===== src/rtl/ffpi_pkg.sv =====
`default_nettype none

package ffpi_pkg;

    localparam int CHANNELS     = 2;
    localparam int CH_W         = 1;
    localparam int TABLE_POINTS = 7;

    localparam int SP_W    = 15;
    localparam int GAIN_W  = 24;
    localparam int BPH_W   = 16;
    localparam int DRV_W   = 8;
    localparam int IVL_W   = 16;
    localparam int TIME_W  = 32;
    localparam int FLOW_W  = 16;
    localparam int INTEG_W = 48;
    localparam int HZ_W    = 7;

    localparam int CFG_IDX_W  = 3;
    localparam int CFG_DATA_W = 24;

    localparam int ERR_W      = 18;
    localparam int NUM_W      = 19;
    localparam int DEN_W      = 13;
    localparam int FRAC_W     = 24;
    localparam int PROP_SHIFT = 8;
    localparam int MUL_A_W    = 25;
    localparam int MUL_B_W    = 34;
    localparam int PROD_W     = MUL_A_W + MUL_B_W;
    localparam int NI_W       = 60;
    localparam int ACC_W      = 52;
    localparam int QUO_W      = 8;
    localparam int DIVN_W     = 35;
    localparam int DIVD_W     = DEN_W + 8;

    localparam logic [CFG_IDX_W-1:0] REG_SETPOINT_CH0 = CFG_IDX_W'(0);
    localparam logic [CFG_IDX_W-1:0] REG_SETPOINT_CH1 = CFG_IDX_W'(1);
    localparam logic [CFG_IDX_W-1:0] REG_PROP_GAIN    = CFG_IDX_W'(2);
    localparam logic [CFG_IDX_W-1:0] REG_INTEG_GAIN   = CFG_IDX_W'(3);
    localparam logic [CFG_IDX_W-1:0] REG_BITS_PER_HZ  = CFG_IDX_W'(4);
    localparam logic [CFG_IDX_W-1:0] REG_MAX_DRIVE    = CFG_IDX_W'(5);
    localparam logic [CFG_IDX_W-1:0] REG_INTERVAL_MS  = CFG_IDX_W'(6);

    localparam logic [BPH_W-1:0] BPH_RESET = BPH_W'(256);
    localparam logic [DRV_W-1:0] MAX_RESET = DRV_W'(255);
    localparam logic [IVL_W-1:0] IVL_RESET = IVL_W'(100);

    localparam logic signed [INTEG_W-1:0] INTEG_MAX = {1'b0, {(INTEG_W-1){1'b1}}};
    localparam logic signed [INTEG_W-1:0] INTEG_MIN = {1'b1, {(INTEG_W-1){1'b0}}};

    // flow breakpoints in tenths and the matching frequencies
    localparam logic [SP_W-1:0] FLOW_PTS [TABLE_POINTS] = '{
        15'd3500, 15'd6500, 15'd9000, 15'd13500, 15'd15500, 15'd19500, 15'd22500
    };
    localparam logic [HZ_W-1:0] HZ_PTS [TABLE_POINTS] = '{
        7'd10, 7'd20, 7'd30, 7'd40, 7'd50, 7'd75, 7'd100
    };

    typedef struct packed {
        logic [CH_W-1:0]          channel;
        logic [TIME_W-1:0]        now_ms;
        logic signed [FLOW_W-1:0] measured_flow;
    } t_in_item;

    typedef struct packed {
        logic [DRV_W-1:0] drive_byte;
        logic             updated;
        logic             saturated;
    } t_out_item;

    typedef struct packed {
        logic [SP_W-1:0]          setpoint_ch0;
        logic [SP_W-1:0]          setpoint_ch1;
        logic signed [GAIN_W-1:0] prop_gain;
        logic signed [GAIN_W-1:0] integ_gain;
        logic [BPH_W-1:0]         bits_per_hz;
        logic [DRV_W-1:0]         max_drive;
        logic [IVL_W-1:0]         interval_ms;
    } t_cfg;

    typedef struct packed {
        logic [TIME_W-1:0]         last_update_time;
        logic signed [INTEG_W-1:0] integral_sum;
        logic [DRV_W-1:0]          last_drive;
    } t_chan_state;

    typedef struct packed {
        logic              start;
        logic [DIVN_W-1:0] dividend;
        logic [DIVD_W-1:0] divisor;
    } t_div_req;

    typedef struct packed {
        logic             done;
        logic [DRV_W-1:0] ff;
    } t_div_rsp;

endpackage

`default_nettype wire


===== src/rtl/ffpi_cfg_regs.sv =====
`default_nettype none

module ffpi_cfg_regs (
    input  logic                             i_clk,
    input  logic                             i_rst_n,
    input  logic                             i_cfg_valid,
    output logic                             o_cfg_ready,
    input  logic [ffpi_pkg::CFG_IDX_W-1:0]   i_cfg_index,
    input  logic [ffpi_pkg::CFG_DATA_W-1:0]  i_cfg_data,
    output ffpi_pkg::t_cfg                   o_cfg,
    output logic [ffpi_pkg::CHANNELS-1:0]    o_clear
);
    import ffpi_pkg::*;

    t_cfg r_cfg;
    logic wr;

    assign o_cfg_ready = 1'b1;
    assign wr          = i_cfg_valid && o_cfg_ready;
    assign o_cfg       = r_cfg;

    always_ff @(posedge i_clk) begin
        if (!i_rst_n) begin
            r_cfg <= '{setpoint_ch0: '0, setpoint_ch1: '0, prop_gain: '0, integ_gain: '0,
                       bits_per_hz: BPH_RESET, max_drive: MAX_RESET,
                       interval_ms: IVL_RESET};
        end else if (wr) begin
            case (i_cfg_index)
                REG_SETPOINT_CH0: r_cfg.setpoint_ch0 <= i_cfg_data[SP_W-1:0];
                REG_SETPOINT_CH1: r_cfg.setpoint_ch1 <= i_cfg_data[SP_W-1:0];
                REG_PROP_GAIN:    r_cfg.prop_gain    <= $signed(i_cfg_data[GAIN_W-1:0]);
                REG_INTEG_GAIN:   r_cfg.integ_gain   <= $signed(i_cfg_data[GAIN_W-1:0]);
                REG_BITS_PER_HZ:  r_cfg.bits_per_hz  <= i_cfg_data[BPH_W-1:0];
                REG_MAX_DRIVE:    r_cfg.max_drive    <= i_cfg_data[DRV_W-1:0];
                REG_INTERVAL_MS:  r_cfg.interval_ms  <= i_cfg_data[IVL_W-1:0];
                default: ;
            endcase
        end
    end

    // a setpoint write restarts that channel
    always_comb begin
        o_clear = '0;
        if (wr) begin
            if (i_cfg_index == REG_SETPOINT_CH0) begin
                o_clear[0] = 1'b1;
            end
            if (i_cfg_index == REG_SETPOINT_CH1) begin
                o_clear[1] = 1'b1;
            end
        end
    end

endmodule

`default_nettype wire


===== src/rtl/ffpi_state_mem.sv =====
`default_nettype none

module ffpi_state_mem (
    input  logic                           i_clk,
    input  logic                           i_rst_n,
    input  logic                           i_rd_en,
    input  logic [ffpi_pkg::CH_W-1:0]      i_rd_addr,
    output ffpi_pkg::t_chan_state          o_rd_data,
    input  logic                           i_wr_en,
    input  logic [ffpi_pkg::CH_W-1:0]      i_wr_addr,
    input  ffpi_pkg::t_chan_state          i_wr_data,
    input  logic [ffpi_pkg::CHANNELS-1:0]  i_clear
);
    import ffpi_pkg::*;

    t_chan_state          r_mem [CHANNELS];
    t_chan_state          r_rd_data;
    logic                 r_rd_valid;
    logic [CHANNELS-1:0]  r_valid;
    logic [CHANNELS-1:0]  wr_mask;

    assign wr_mask   = i_wr_en ? (CHANNELS'(1) << i_wr_addr) : '0;
    assign o_rd_data = r_rd_valid ? r_rd_data : '0;

    always_ff @(posedge i_clk) begin
        if (i_wr_en) begin
            r_mem[i_wr_addr] <= i_wr_data;
        end
        if (i_rd_en) begin
            r_rd_data <= r_mem[i_rd_addr];
        end
    end

    // entries not yet written read as zero
    always_ff @(posedge i_clk) begin
        if (!i_rst_n) begin
            r_valid    <= '0;
            r_rd_valid <= 1'b0;
        end else begin
            r_valid <= (r_valid & ~i_clear) | wr_mask;
            if (i_rd_en) begin
                r_rd_valid <= r_valid[i_rd_addr];
            end
        end
    end

endmodule

`default_nettype wire


===== src/rtl/ffpi_ffdiv.sv =====
`default_nettype none

module ffpi_ffdiv (
    input  logic               i_clk,
    input  logic               i_rst_n,
    input  ffpi_pkg::t_div_req i_req,
    output ffpi_pkg::t_div_rsp o_rsp
);
    import ffpi_pkg::*;

    localparam int DIV_STEPS = QUO_W + 1;
    localparam int CNT_W     = $clog2(DIV_STEPS + 1);

    logic [DIVN_W-1:0] r_rem;
    logic [DIVN_W-1:0] r_dsh;
    logic [CNT_W-1:0]  r_cnt;
    logic [QUO_W-1:0]  r_q;
    logic              r_busy;
    logic              r_done;
    logic              r_sat;
    logic              ge;

    assign ge = (r_rem >= r_dsh);

    always_ff @(posedge i_clk) begin
        if (!i_rst_n) begin
            r_busy <= 1'b0;
            r_done <= 1'b0;
            r_cnt  <= '0;
        end else if (i_req.start) begin
            r_busy <= 1'b1;
            r_done <= 1'b0;
            r_cnt  <= CNT_W'(DIV_STEPS);
        end else if (r_busy) begin
            r_cnt <= r_cnt - CNT_W'(1);
            if (r_cnt == CNT_W'(DIV_STEPS)) begin
                if (ge) begin
                    r_busy <= 1'b0;
                    r_done <= 1'b1;
                end
            end else if (r_cnt == CNT_W'(1)) begin
                r_busy <= 1'b0;
                r_done <= 1'b1;
            end
        end
    end

    // first step checks the 255 ceiling, then one quotient bit per cycle
    always_ff @(posedge i_clk) begin
        if (i_req.start) begin
            r_rem <= i_req.dividend;
            r_dsh <= DIVN_W'({i_req.divisor, {QUO_W{1'b0}}});
            r_q   <= '0;
            r_sat <= 1'b0;
        end else if (r_busy) begin
            r_dsh <= r_dsh >> 1;
            if (r_cnt == CNT_W'(DIV_STEPS)) begin
                r_sat <= ge;
            end else begin
                r_q <= {r_q[QUO_W-2:0], ge};
                if (ge) begin
                    r_rem <= r_rem - r_dsh;
                end
            end
        end
    end

    always_comb begin
        o_rsp.done = r_done;
        if (r_sat) begin
            o_rsp.ff = '1;
        end else if (r_q == '0) begin
            o_rsp.ff = DRV_W'(1);
        end else begin
            o_rsp.ff = r_q;
        end
    end

endmodule

`default_nettype wire


===== src/rtl/feedforward_pi_flow_controller.sv =====
// channel   direction  handshake              payload
// in        input      i_in_valid/o_in_stall  i_in_item  (channel, now_ms, measured_flow)
// out       output     o_out_valid/i_out_stall o_out_item (drive_byte, updated, saturated)
// cfg       input      i_cfg_valid/o_cfg_ready i_cfg_index, i_cfg_data
//
// an update item steps through load, the multiply states M1 to M6 and a wait on the
// feedforward divider (range check plus one quotient bit a cycle), which ends early
// when the range check finds the 255 ceiling; a repeat item goes from load to done
// per-channel state lives in a two-entry memory, read at transfer in, written back once
// synchronous active-low reset; state entries read as zero until written, no clear pass
// o_in_stall is high while an item is in work; a finished result waits if out is stalled
`default_nettype none

module feedforward_pi_flow_controller (
    input  logic                            i_clk,
    input  logic                            i_rst_n,
    input  logic                            i_in_valid,
    output logic                            o_in_stall,
    input  ffpi_pkg::t_in_item              i_in_item,
    output logic                            o_out_valid,
    input  logic                            i_out_stall,
    output ffpi_pkg::t_out_item             o_out_item,
    input  logic                            i_cfg_valid,
    output logic                            o_cfg_ready,
    input  logic [ffpi_pkg::CFG_IDX_W-1:0]  i_cfg_index,
    input  logic [ffpi_pkg::CFG_DATA_W-1:0] i_cfg_data
);
    import ffpi_pkg::*;

    localparam logic [3:0] S_IDLE = 4'd0;
    localparam logic [3:0] S_LOAD = 4'd1;
    localparam logic [3:0] S_M1   = 4'd2;
    localparam logic [3:0] S_M2   = 4'd3;
    localparam logic [3:0] S_M3   = 4'd4;
    localparam logic [3:0] S_M4   = 4'd5;
    localparam logic [3:0] S_M5   = 4'd6;
    localparam logic [3:0] S_M6   = 4'd7;
    localparam logic [3:0] S_FIN  = 4'd8;
    localparam logic [3:0] S_DONE = 4'd9;

    localparam logic signed [ACC_W-1:0] ACC_ONE = ACC_W'(1);

    logic [3:0]                r_state;
    logic [3:0]                n_state;
    t_in_item                  r_item;
    t_cfg                      cfg;
    logic [CHANNELS-1:0]       clear;
    t_chan_state               rd_entry;
    t_chan_state               r_entry;
    t_chan_state               wr_entry;
    logic                      wr_en;
    t_div_req                  div_req;
    t_div_rsp                  div_rsp;
    logic                      in_accept;
    logic                      out_free;

    logic [TIME_W-1:0]         r_dt;
    logic signed [ERR_W-1:0]   r_err;
    logic [NUM_W-1:0]          r_num;
    logic [DEN_W-1:0]          r_den;
    logic signed [PROD_W-1:0]  r_prod;
    logic signed [INTEG_W-1:0] r_ni;
    logic signed [ACC_W-1:0]   r_part;
    logic signed [ACC_W-1:0]   r_acc;
    logic                      r_frac_nz;
    t_out_item                 r_res;
    t_out_item                 r_out;
    logic                      r_out_valid;

    logic [SP_W-1:0]           sp;
    logic                      first_run;
    logic [TIME_W-1:0]         elapsed;
    logic                      rep;
    logic [TIME_W-1:0]         dt_in;
    logic signed [ERR_W-1:0]   err_in;
    logic [NUM_W-1:0]          seg_base;
    logic [SP_W-1:0]           seg_lo;
    logic [HZ_W-1:0]           seg_slope;
    logic [DEN_W-1:0]          seg_den;
    logic [NUM_W-1:0]          interp;
    logic [NUM_W-1:0]          num_in;
    logic [DEN_W-1:0]          den_in;

    logic signed [MUL_A_W-1:0] mul_a;
    logic signed [MUL_B_W-1:0] mul_b;
    logic signed [PROD_W-1:0]  mul_p;
    logic signed [NI_W-1:0]    ni_sum;
    logic signed [INTEG_W-1:0] ni_sat;

    logic signed [ACC_W-1:0]   a_val;
    logic [DRV_W-1:0]          top_v;
    logic signed [ACC_W-1:0]   top_s;
    logic                      lt1;
    logic                      hi;
    logic [DRV_W-1:0]          drive;
    logic                      sat;

    ffpi_cfg_regs u_cfg (
        .i_clk       (i_clk),
        .i_rst_n     (i_rst_n),
        .i_cfg_valid (i_cfg_valid),
        .o_cfg_ready (o_cfg_ready),
        .i_cfg_index (i_cfg_index),
        .i_cfg_data  (i_cfg_data),
        .o_cfg       (cfg),
        .o_clear     (clear)
    );

    ffpi_state_mem u_mem (
        .i_clk     (i_clk),
        .i_rst_n   (i_rst_n),
        .i_rd_en   (in_accept),
        .i_rd_addr (i_in_item.channel),
        .o_rd_data (rd_entry),
        .i_wr_en   (wr_en),
        .i_wr_addr (r_item.channel),
        .i_wr_data (wr_entry),
        .i_clear   (clear)
    );

    ffpi_ffdiv u_div (
        .i_clk   (i_clk),
        .i_rst_n (i_rst_n),
        .i_req   (div_req),
        .o_rsp   (div_rsp)
    );

    assign o_in_stall  = (r_state != S_IDLE);
    assign in_accept   = i_in_valid && !o_in_stall;
    assign out_free    = !r_out_valid || !i_out_stall;
    assign o_out_valid = r_out_valid;
    assign o_out_item  = r_out;

    // time step, error and repeat decision
    always_comb begin
        sp        = (r_item.channel == 1'b1) ? cfg.setpoint_ch1 : cfg.setpoint_ch0;
        first_run = (rd_entry.last_update_time == '0);
        elapsed   = r_item.now_ms - rd_entry.last_update_time;
        rep       = !first_run && (elapsed < TIME_W'(cfg.interval_ms));
        dt_in     = first_run ? TIME_W'(cfg.interval_ms) : elapsed;
        err_in    = $signed({{(ERR_W-SP_W){1'b0}}, sp})
                  - $signed({{(ERR_W-FLOW_W){r_item.measured_flow[FLOW_W-1]}},
                             r_item.measured_flow});
    end

    // feedforward segment as numerator over denominator
    always_comb begin
        seg_base  = '0;
        seg_lo    = '0;
        seg_slope = '0;
        seg_den   = '0;
        for (int i = TABLE_POINTS - 2; i >= 0; i--) begin
            if (sp <= FLOW_PTS[i+1]) begin
                seg_base  = NUM_W'(int'(HZ_PTS[i]) * int'(FLOW_PTS[i+1] - FLOW_PTS[i]));
                seg_lo    = FLOW_PTS[i];
                seg_slope = HZ_PTS[i+1] - HZ_PTS[i];
                seg_den   = DEN_W'(FLOW_PTS[i+1] - FLOW_PTS[i]);
            end
        end
        interp = {{(NUM_W-SP_W){1'b0}}, sp - seg_lo} * {{(NUM_W-HZ_W){1'b0}}, seg_slope};
        if (sp <= FLOW_PTS[0]) begin
            num_in = NUM_W'(HZ_PTS[0]);
            den_in = DEN_W'(1);
        end else if (sp >= FLOW_PTS[TABLE_POINTS-1]) begin
            num_in = NUM_W'(HZ_PTS[TABLE_POINTS-1]);
            den_in = DEN_W'(1);
        end else begin
            num_in = seg_base + interp;
            den_in = seg_den;
        end
    end

    // shared multiplier
    always_comb begin
        mul_a = '0;
        mul_b = '0;
        case (r_state)
            S_M1: begin
                mul_a = MUL_A_W'(r_err);
                mul_b = $signed(MUL_B_W'(r_dt));
            end
            S_M2: begin
                mul_a = $signed(MUL_A_W'(r_num));
                mul_b = $signed(MUL_B_W'(cfg.bits_per_hz));
            end
            S_M3: begin
                mul_a = MUL_A_W'(cfg.prop_gain);
                mul_b = MUL_B_W'(r_err);
            end
            S_M4: begin
                mul_a = MUL_A_W'(cfg.integ_gain);
                mul_b = $signed(MUL_B_W'(r_ni[FRAC_W-1:0]));
            end
            S_M5: begin
                mul_a = MUL_A_W'(cfg.integ_gain);
                mul_b = MUL_B_W'($signed(r_ni[INTEG_W-1:FRAC_W]));
            end
            default: ;
        endcase
        mul_p = PROD_W'(mul_a) * PROD_W'(mul_b);
    end

    // integral update with saturation
    always_comb begin
        ni_sum = NI_W'(r_entry.integral_sum) + NI_W'(r_prod);
        if (ni_sum > NI_W'(INTEG_MAX)) begin
            ni_sat = INTEG_MAX;
        end else if (ni_sum < NI_W'(INTEG_MIN)) begin
            ni_sat = INTEG_MIN;
        end else begin
            ni_sat = ni_sum[INTEG_W-1:0];
        end
    end

    // output clamp
    always_comb begin
        a_val = r_acc + ACC_W'($signed({1'b0, div_rsp.ff}));
        top_v = (cfg.max_drive == '0) ? DRV_W'(1) : cfg.max_drive;
        top_s = $signed(ACC_W'(top_v));
        lt1   = (a_val < ACC_ONE);
        hi    = (a_val > top_s) || ((a_val == top_s) && r_frac_nz);
        sat   = lt1 || hi;
        if (lt1) begin
            drive = DRV_W'(1);
        end else if (hi) begin
            drive = top_v;
        end else begin
            drive = a_val[DRV_W-1:0];
        end
        wr_entry.last_update_time = r_item.now_ms;
        wr_entry.integral_sum     = sat ? r_entry.integral_sum : r_ni;
        wr_entry.last_drive       = drive;
    end

    assign wr_en            = (r_state == S_FIN) && div_rsp.done;
    assign div_req.start    = (r_state == S_M3);
    assign div_req.dividend = r_prod[DIVN_W-1:0];
    assign div_req.divisor  = {r_den, 8'b0};

    always_comb begin
        n_state = r_state;
        case (r_state)
            S_IDLE: if (in_accept) n_state = S_LOAD;
            S_LOAD: n_state = rep ? S_DONE : S_M1;
            S_M1:   n_state = S_M2;
            S_M2:   n_state = S_M3;
            S_M3:   n_state = S_M4;
            S_M4:   n_state = S_M5;
            S_M5:   n_state = S_M6;
            S_M6:   n_state = S_FIN;
            S_FIN:  if (div_rsp.done) n_state = S_DONE;
            S_DONE: if (out_free) n_state = S_IDLE;
            default: n_state = S_IDLE;
        endcase
    end

    always_ff @(posedge i_clk) begin
        if (!i_rst_n) begin
            r_state     <= S_IDLE;
            r_out_valid <= 1'b0;
        end else begin
            r_state <= n_state;
            if (r_state == S_DONE && out_free) begin
                r_out_valid <= 1'b1;
            end else if (!i_out_stall) begin
                r_out_valid <= 1'b0;
            end
        end
    end

    always_ff @(posedge i_clk) begin
        if (in_accept) begin
            r_item <= i_in_item;
        end
        if (r_state == S_DONE && out_free) begin
            r_out <= r_res;
        end
        r_prod <= mul_p;
        case (r_state)
            S_LOAD: begin
                r_entry <= rd_entry;
                r_dt    <= dt_in;
                r_err   <= err_in;
                r_num   <= num_in;
                r_den   <= den_in;
                r_res   <= '{drive_byte: rd_entry.last_drive, updated: 1'b0,
                             saturated: 1'b0};
            end
            S_M2: r_ni <= ni_sat;
            S_M4: r_part <= ACC_W'(r_prod) <<< PROP_SHIFT;
            S_M5: r_part <= r_part + ACC_W'(r_prod);
            S_M6: begin
                r_acc     <= ACC_W'(r_prod) + (r_part >>> FRAC_W);
                r_frac_nz <= |r_part[FRAC_W-1:0];
            end
            S_FIN: begin
                if (div_rsp.done) begin
                    r_res <= '{drive_byte: drive, updated: 1'b1, saturated: sat};
                end
            end
            default: ;
        endcase
    end

endmodule

`default_nettype wire


===== config.mk =====
export PLATFORM = sky130hd
export DESIGN_NAME = feedforward_pi_flow_controller
export DESIGN_NICKNAME = d
export VERILOG_FILES = /design/src/rtl/ffpi_pkg.sv /design/src/rtl/ffpi_cfg_regs.sv /design/src/rtl/ffpi_state_mem.sv /design/src/rtl/ffpi_ffdiv.sv /design/src/rtl/feedforward_pi_flow_controller.sv
export SDC_FILE = /design/constraint.sdc
export NUM_CORES = 2
export LEC_CHECK = 0
export BUFFER_PORTS_ARGS = -buffer_cell sky130_fd_sc_hd__buf_4
export CORE_MARGIN = 2
export CORE_UTILIZATION = 40
export DETAILED_ROUTE_END_ITERATION = 8
export PLACE_DENSITY = 0.67
export SETUP_SLACK_MARGIN = 0.02
export SLEW_MARGIN = 20
export SYNTH_ARGS = -nofsm -noshare
export SYNTH_HDL_FRONTEND = slang
export SYNTH_SLANG_ARGS = --single-unit

===== constraint.sdc =====
create_clock -name i_clk -period 12.9 [get_ports i_clk]
set_input_delay 1.29 -clock i_clk [delete_from_list [all_inputs] [get_ports i_clk]]
set_output_delay 1.29 -clock i_clk [all_outputs]
set_load 0.05 [all_outputs]

## Yosys cells after proc, flatten, opt, wreduce, memory -nomap -nowiden

Memory sizes are Yosys's and may differ from the RTL's. A register that Yosys moved wholly into a read port is not among the register bits.
Cells that the tools add are included.

- Bitwise operators: 5
- Muxes and demuxes: 71
- Reductions and logical operators: 44
- Order comparisons: 15
- Multiply operators: 2
- Add/subtract/negate cells: 10
- Shift operators: 1
- Equality and inequality tests: 24

Operators by type and width:

| kind | number |
|---|---|
| 34-bit one-hot mux with 5 select lines | 1 |
| 35-bit 2-to-1 mux | 4 |
| 15-bit 2-to-1 mux | 7 |
| 52-bit one-hot mux with 2 select lines | 1 |
| 25-bit one-hot mux with 4 select lines | 1 |
| 48-bit 2-to-1 mux | 2 |
| 19-bit 2-to-1 mux | 5 |
| 88-bit 2-to-1 mux | 1 |
| 48-bit by 59-bit adder with 60-bit output | 1 |
| 60-bit by 48-bit > comparator with 1-bit output, second input constant | 1 |
| 60-bit by 48-bit < comparator with 1-bit output, second input constant | 1 |
| 25-bit by 34-bit multiplier with 59-bit output | 1 |
| 29-bit 2-to-1 mux | 2 |
| 52-bit by 28-bit adder with 52-bit output | 1 |
| 52-bit adder | 1 |
| 52-bit by 9-bit adder with 52-bit output | 1 |
| 52-bit by 9-bit == test with 1-bit output | 1 |
| 52-bit by 9-bit > comparator with 1-bit output | 1 |
| 52-bit by 2-bit < comparator with 1-bit output, second input constant | 1 |
| 15-bit by 14-bit <= comparator with 1-bit output, second input constant | 3 |
| 7-bit 2-to-1 mux | 6 |
| 8-bit 2-to-1 mux | 5 |
| 4-bit one-hot mux with 10 select lines | 1 |
| 13-bit 2-to-1 mux | 3 |
| 54 further kinds | 120 |

- Memories kept: 1
- Output and inout bits: 13
- Register bits after elaboration: 616
- Input port bits: 81
- Word-level logic and storage cells: 218
- Bits in writable memories: 176

Memories:

| memory | depth | width | read ports | clocked after memory_dff | write ports | line | RTL |
|---|---|---|---|---|---|---|---|
| u_mem.r_mem | 2 | 88 | 1 | 1 | 1 | ffpi_state_mem.sv:16 | `t_chan_state r_mem [CHANNELS];` |

## Longest topological paths before layout

- Word-level depth: 12
- Gate-level depth with buffers: 41
- Mapped depth without buffers: 39

## Hierarchy

Synthesis repeated with hierarchy kept, for this count alone.

- Cells, all modules: 8124
- Area total of the unflattened synthesis: 79825.3 um^2

Modules (own cells, without submodules):

| module | instances | cells an instance | area an instance (um^2) |
|---|---|---|---|
| feedforward_pi_flow_controller | 1 | 6647 | 60356.6 |
| ffpi_state_mem | 1 | 471 | 9733.1 |
| ffpi_ffdiv | 1 | 577 | 5316.3 |
| ffpi_cfg_regs | 1 | 429 | 4419.2 |

## Worst setup path before layout

Ideal clock, no wire load.

- Path kind: flip-flop to flip-flop
- Start: reg r_state[0]
- End: reg r_res[0] (netlist name) (enable)
- Data arrival time: 10.282 ns
- Clock period less this slack: 10.632 ns
- Required time: 12.550 ns
- Cell stages (with the launch flop): 5
- Slack: 2.268 ns
- Library setup time: 0.350 ns
- Path buffers: 1
- Cells stage by stage: dfxtp_1 clkbuf_1 nand2b_1 nor3_1 nand2b_1

- Cells in the longest elaborated chain, start to end: 3
- Elaborated cells between the ends (all ways): 5
- Classes of those cells: eq/ne (3); reduce/logical (2)

RTL lines:

| what | line | RTL |
|---|---|---|
| from (decl) | feedforward_pi_flow_controller.sv:43 | `logic [3:0] r_state;` |
| from (signal assigned) | feedforward_pi_flow_controller.sv:262 | `r_state <= n_state;` |
| 4-bit == test / 4-bit by 1-bit == test with 1-bit output (equally long branches) | feedforward_pi_flow_controller.sv:279 | `case (r_state)` |
| 2-bit by 1-bit inequality test with 1-bit output (no source line) / 2-bit nonzero test (equally long branches) | -- |  |
| 2-bit AND reduction (no source line) * | -- |  |
| to (signal assigned) | feedforward_pi_flow_controller.sv:286 | `r_res <= '{drive_byte: rd_entry.last_drive, updated: 1'b0,` |
| to (signal assigned) | feedforward_pi_flow_controller.sv:298 | `r_res <= '{drive_byte: drive, updated: 1'b1, saturated: sat};` |
| to (decl) | feedforward_pi_flow_controller.sv:66 | `t_out_item r_res;` |

Every way passes the cells marked *; elsewhere a longest branch is shown, timed or not.
A chain may end at the register's enable or synchronous reset.

## Worst setup path after layout

- Start: reg r_state[0]
- End: reg r_prod[55]

- Cells in the longest elaborated chain, start to end: 4
- Elaborated cells between the ends (all ways): 9
- Classes of those cells: mul (1); eq/ne (5); mux (2); reduce/logical (1)

RTL lines:

| what | line | RTL |
|---|---|---|
| 4-bit by 3-bit == test with 1-bit output | feedforward_pi_flow_controller.sv:177 | `case (r_state)` |
| 2-bit OR reduction (no source line) | -- |  |
| 25-bit one-hot mux with 4 select lines | feedforward_pi_flow_controller.sv:177 |  |
| 25-bit by 34-bit multiplier with 59-bit output * | feedforward_pi_flow_controller.sv:200 | `mul_p = PROD_W'(mul_a) * PROD_W'(mul_b);` |
| via mul_p[55] | feedforward_pi_flow_controller.sv:86 | `logic signed [PROD_W-1:0] mul_p;` |
| to (signal assigned) | feedforward_pi_flow_controller.sv:278 | `r_prod <= mul_p;` |
| to (decl) | feedforward_pi_flow_controller.sv:61 | `logic signed [PROD_W-1:0] r_prod;` |

Mark *: on every way through the listed nets, which the timed path passes. The rest lies on a longest branch.

==> key figures <==
Layout
  • Fill cells: 18600
  • Layout Cells excl Fill: about 11000
  • Layout cells sized above 1: 7.38%
  • Fin nets: 9580
  • Area grow syn2layout: 9.04%
  • Most common cell after layout, fill and taps aside: inv_1
  • Most frequent cells in the layout: 1134 x inv_1, 1081 x nand2_1, 897 x fa_1, 732 x nor2_1, 661 x edfxtp_1

Synth
  • EDFF count, synth: 661
  • Syn_nets: 9592
  • Synth warn: 0
  • Cell count after synthesis: 8125
  • Compound-cell area share of the yosys netlist: 11.5%
  • Largest cells by area after synthesis: edfxtp_1 25%, fa_1 23%, ha_1 7.8%
  • Post-synthesis adder-cell area fraction: 30.5%
  • Main synth FF type: edfxtp_1
  • Netlist cell types: 98
  • Multiplexer area fraction after synthesis: between 2 and 3%
  • Largest family of logic cells by synthesized area: adder cells
  • Mapped Area: 78900 um2
  • Simple-gate share of the synthesized area: 14.3%
  • Async SR Flop Fraction: 0%
  • Post-Synth XOR/XNOR Area: 3.31%
  • Cell accounting for the most synthesized area: edfxtp_1
  • Register bit total from synthesis: 877
  • Share of the synthesized area in the top cell type: 25.2%
  • Sequential fraction of the synthesis area: a little under a third
  • Syn_area_per_cell: 9.71 um2

Global routing
  • Vias in the first global route: 60900
  • GRT met3 Usage: 6.58%
  • Total track usage: 24.2%
  • Largest net degree at the start of global routing: 113
  • First-pass GRT wire length: 369 mm
  • Busiest grt layer: met2
  • Met2 GRT Util: 38.3%
  • Routing usage on met1: 31.1%
  • Initial antenna violation count: 11
  • GR Overflow Total: 0

Clocking
  • Hold-fix buffers, CTS: 0
  • Cts repair resizes: 0
  • Clock tree root buffer cell: clkbuf_16
  • Reg clk slew, reported paths: 60 ps
  • Max clock buf depth: 3
  • CTS sink count: ~880
  • CTS tree: yes
  • Inserted Clock Buffers: 97
  • Setup Fix Bufs, Post-CTS: 0
  • Skew-Pair Late Insertion Delay: 740 ps
  • CTS H-tree depth: 3

Setup path
  • Critical path data required time: approximately 14000 ps
  • R2R depth: 30
  • Worst setup SP type: flop
  • Crit path DAT: about 12000 ps
  • CP Class: flop to flop
  • Most frequent cell on the critical path: fa_1
  • Reg2reg start: r_state[0]$_SDFFE_PN0P_
  • CP Launch Point: r_state[0]$_SDFFE_PN0P_
  • CP Max Fanout: 33
  • CP max-delay cell: a2111oi_2
  • CP peak stage delay: around 910 ps
  • Critical path endpoint category: flop

Drt
  • Vias post-DR: 60000
  • Antenna viol nets, final: 0
  • Drt pass-1 iters: 6
  • WL per Instance: 22.5 um
  • Number of remaining DRC errors: 0
  • Vias per Instance: approximately 5.5
  • Drt initial violations: 5462
  • Total Routed Length: 243 mm

Floorplan
  • Initial Util: about two fifths
  • Total die area: around 200000 um2
  • Die X: 448 um
  • Boundary Pins: 94
  • Die H: 448 um
  • Core box area: 195000 um2
  • Num rows: 162

STA
  • Fin crit share: between 80% and 90%
  • Setup Skew: 55.8 ps
  • Fmax: 89.6 MHz
  • Pins Over Slew Limit: 0
  • RSZ-0062 raised after global routing: false
  • Setup TNS: 0 ps
  • Finish-stage setup viols: 0
  • Min Tclk post-route: 11160 ps
  • Final count of hold timing violations: 0
  • Slew @ Worst Pin: 1130 ps
  • Relative slew slack: 24.1%

Worst hold path
  • WHS Path Cells: 0
  • Hold crit path type: flop to flop
  • HP Start: r_res[2]$_DFFE_PP_

Run status
  • Status: complete, no violations

Placement
  • # port buffers: 92
  • Placed insts: ~11000
  • RePlAce Congestion: 1.02
  • Detailed placement HPWL: 188 mm

Pwr
  • PD cells: approximately 110 nW/um2
  • P_leak: 0.0378 uW
  • VDD IR max: approximately 0.13 mV
  • Overall power: 9750 uW

Run
  • Maxcap violations: 0
-- logic make-up (layout without fill, tap and decap cells) --
kind of cell,Yosys count,count (layout)
other cells,1,4
mux,196,196
compound gates,1369,1369
simple gates,2539,2539
flops,877,877
buf+inv,1459,1527
fa+ha+maj,1386,1386
xor+xnor,298,298
-- metrics by stage --
step                worst slack [ps]  hold WS (ps)  instance area (um2)  utilization, %
global route                    1480           423                86000            44.0
finish                          1740           420                86000            44.0
CTS                             2050           415                86000            44.0
global placement                1680           408                82700            42.3
detailed placement              2050           406                82700            42.3
floorplan                       2270           400                78900               -
-- cells in the mapped netlist, types with 141 or more instances --
cell      instances
ha_1            489
clkbuf_1        289
mux2_2          141
o21ai_0         278
a21oi_1         321
fa_1            897
edfxtp_1        661
inv_1          1134
dfxtp_1         216
xnor2_1         186
nor2_1          739
a21o_1          192
nand2_1        1081
-- registers in the layout (all words and copies together) (netlist names), 19 cells and up --
register	flops
u_mem.r_rd_data	88
u_div.r_rem	35
r_entry	48
u_mem.r_mem	176
r_prod	59
r_dt	32
u_cfg.o_cfg	118
r_num	19
r_part	52
r_item	49
r_acc	52
u_div.r_dsh	29
r_ni	48
-- worst paths after layout --
path                              to  slack (ps)
max               r_prod[55]$_DFF_P_        1740
min          o_out_item[2]$_DFFE_PP_         420
max reg2reg       r_prod[55]$_DFF_P_        1740
min reg2reg  o_out_item[2]$_DFFE_PP_         420
-- cell type report --
class	instances	area (um2)	area share (%)
clock buffers	118	2610	3.03
flip-flops and latches	877	24200	28.1
multi-input cells	5789	49400	57.5
well taps	2624	3280	3.82
diodes	3	7.51	0.00873
clock inverters	61	643	0.748
inverters	1136	4260	4.96
repair buffers	212	1610	1.87
-- worst max-delay path, delay by kind of cell, from the launching register on --
kind | cells | cell delay (ps)
adders and majority gates | 8 | 3890
and+or+nand+nor | 8 | 1930
buffers and inverters | 7 | 1150
AOI/OAI and AO/OA | 7 | 3500
DFF | 1 | 570
-- where the power goes --
group,internal [uW],switching (uW),leakage [uW]
clock network,1620,1240,0.00159
registers,3300,253,0.00784
logic,1210,2120,0.0284
-- metal layers --
metal | part of all wire [%] | wire length (um) | up-vias
met4 | 5.2 | 12600 | 12
met2 | 45 | 109000 | 2643
met5 | 0.036 | 87 | -
met1 | 40 | 96900 | 29700
met3 | 10 | 24600 | 572
li1 | - | - | 27000
Power figures use the tool's default switching activity.
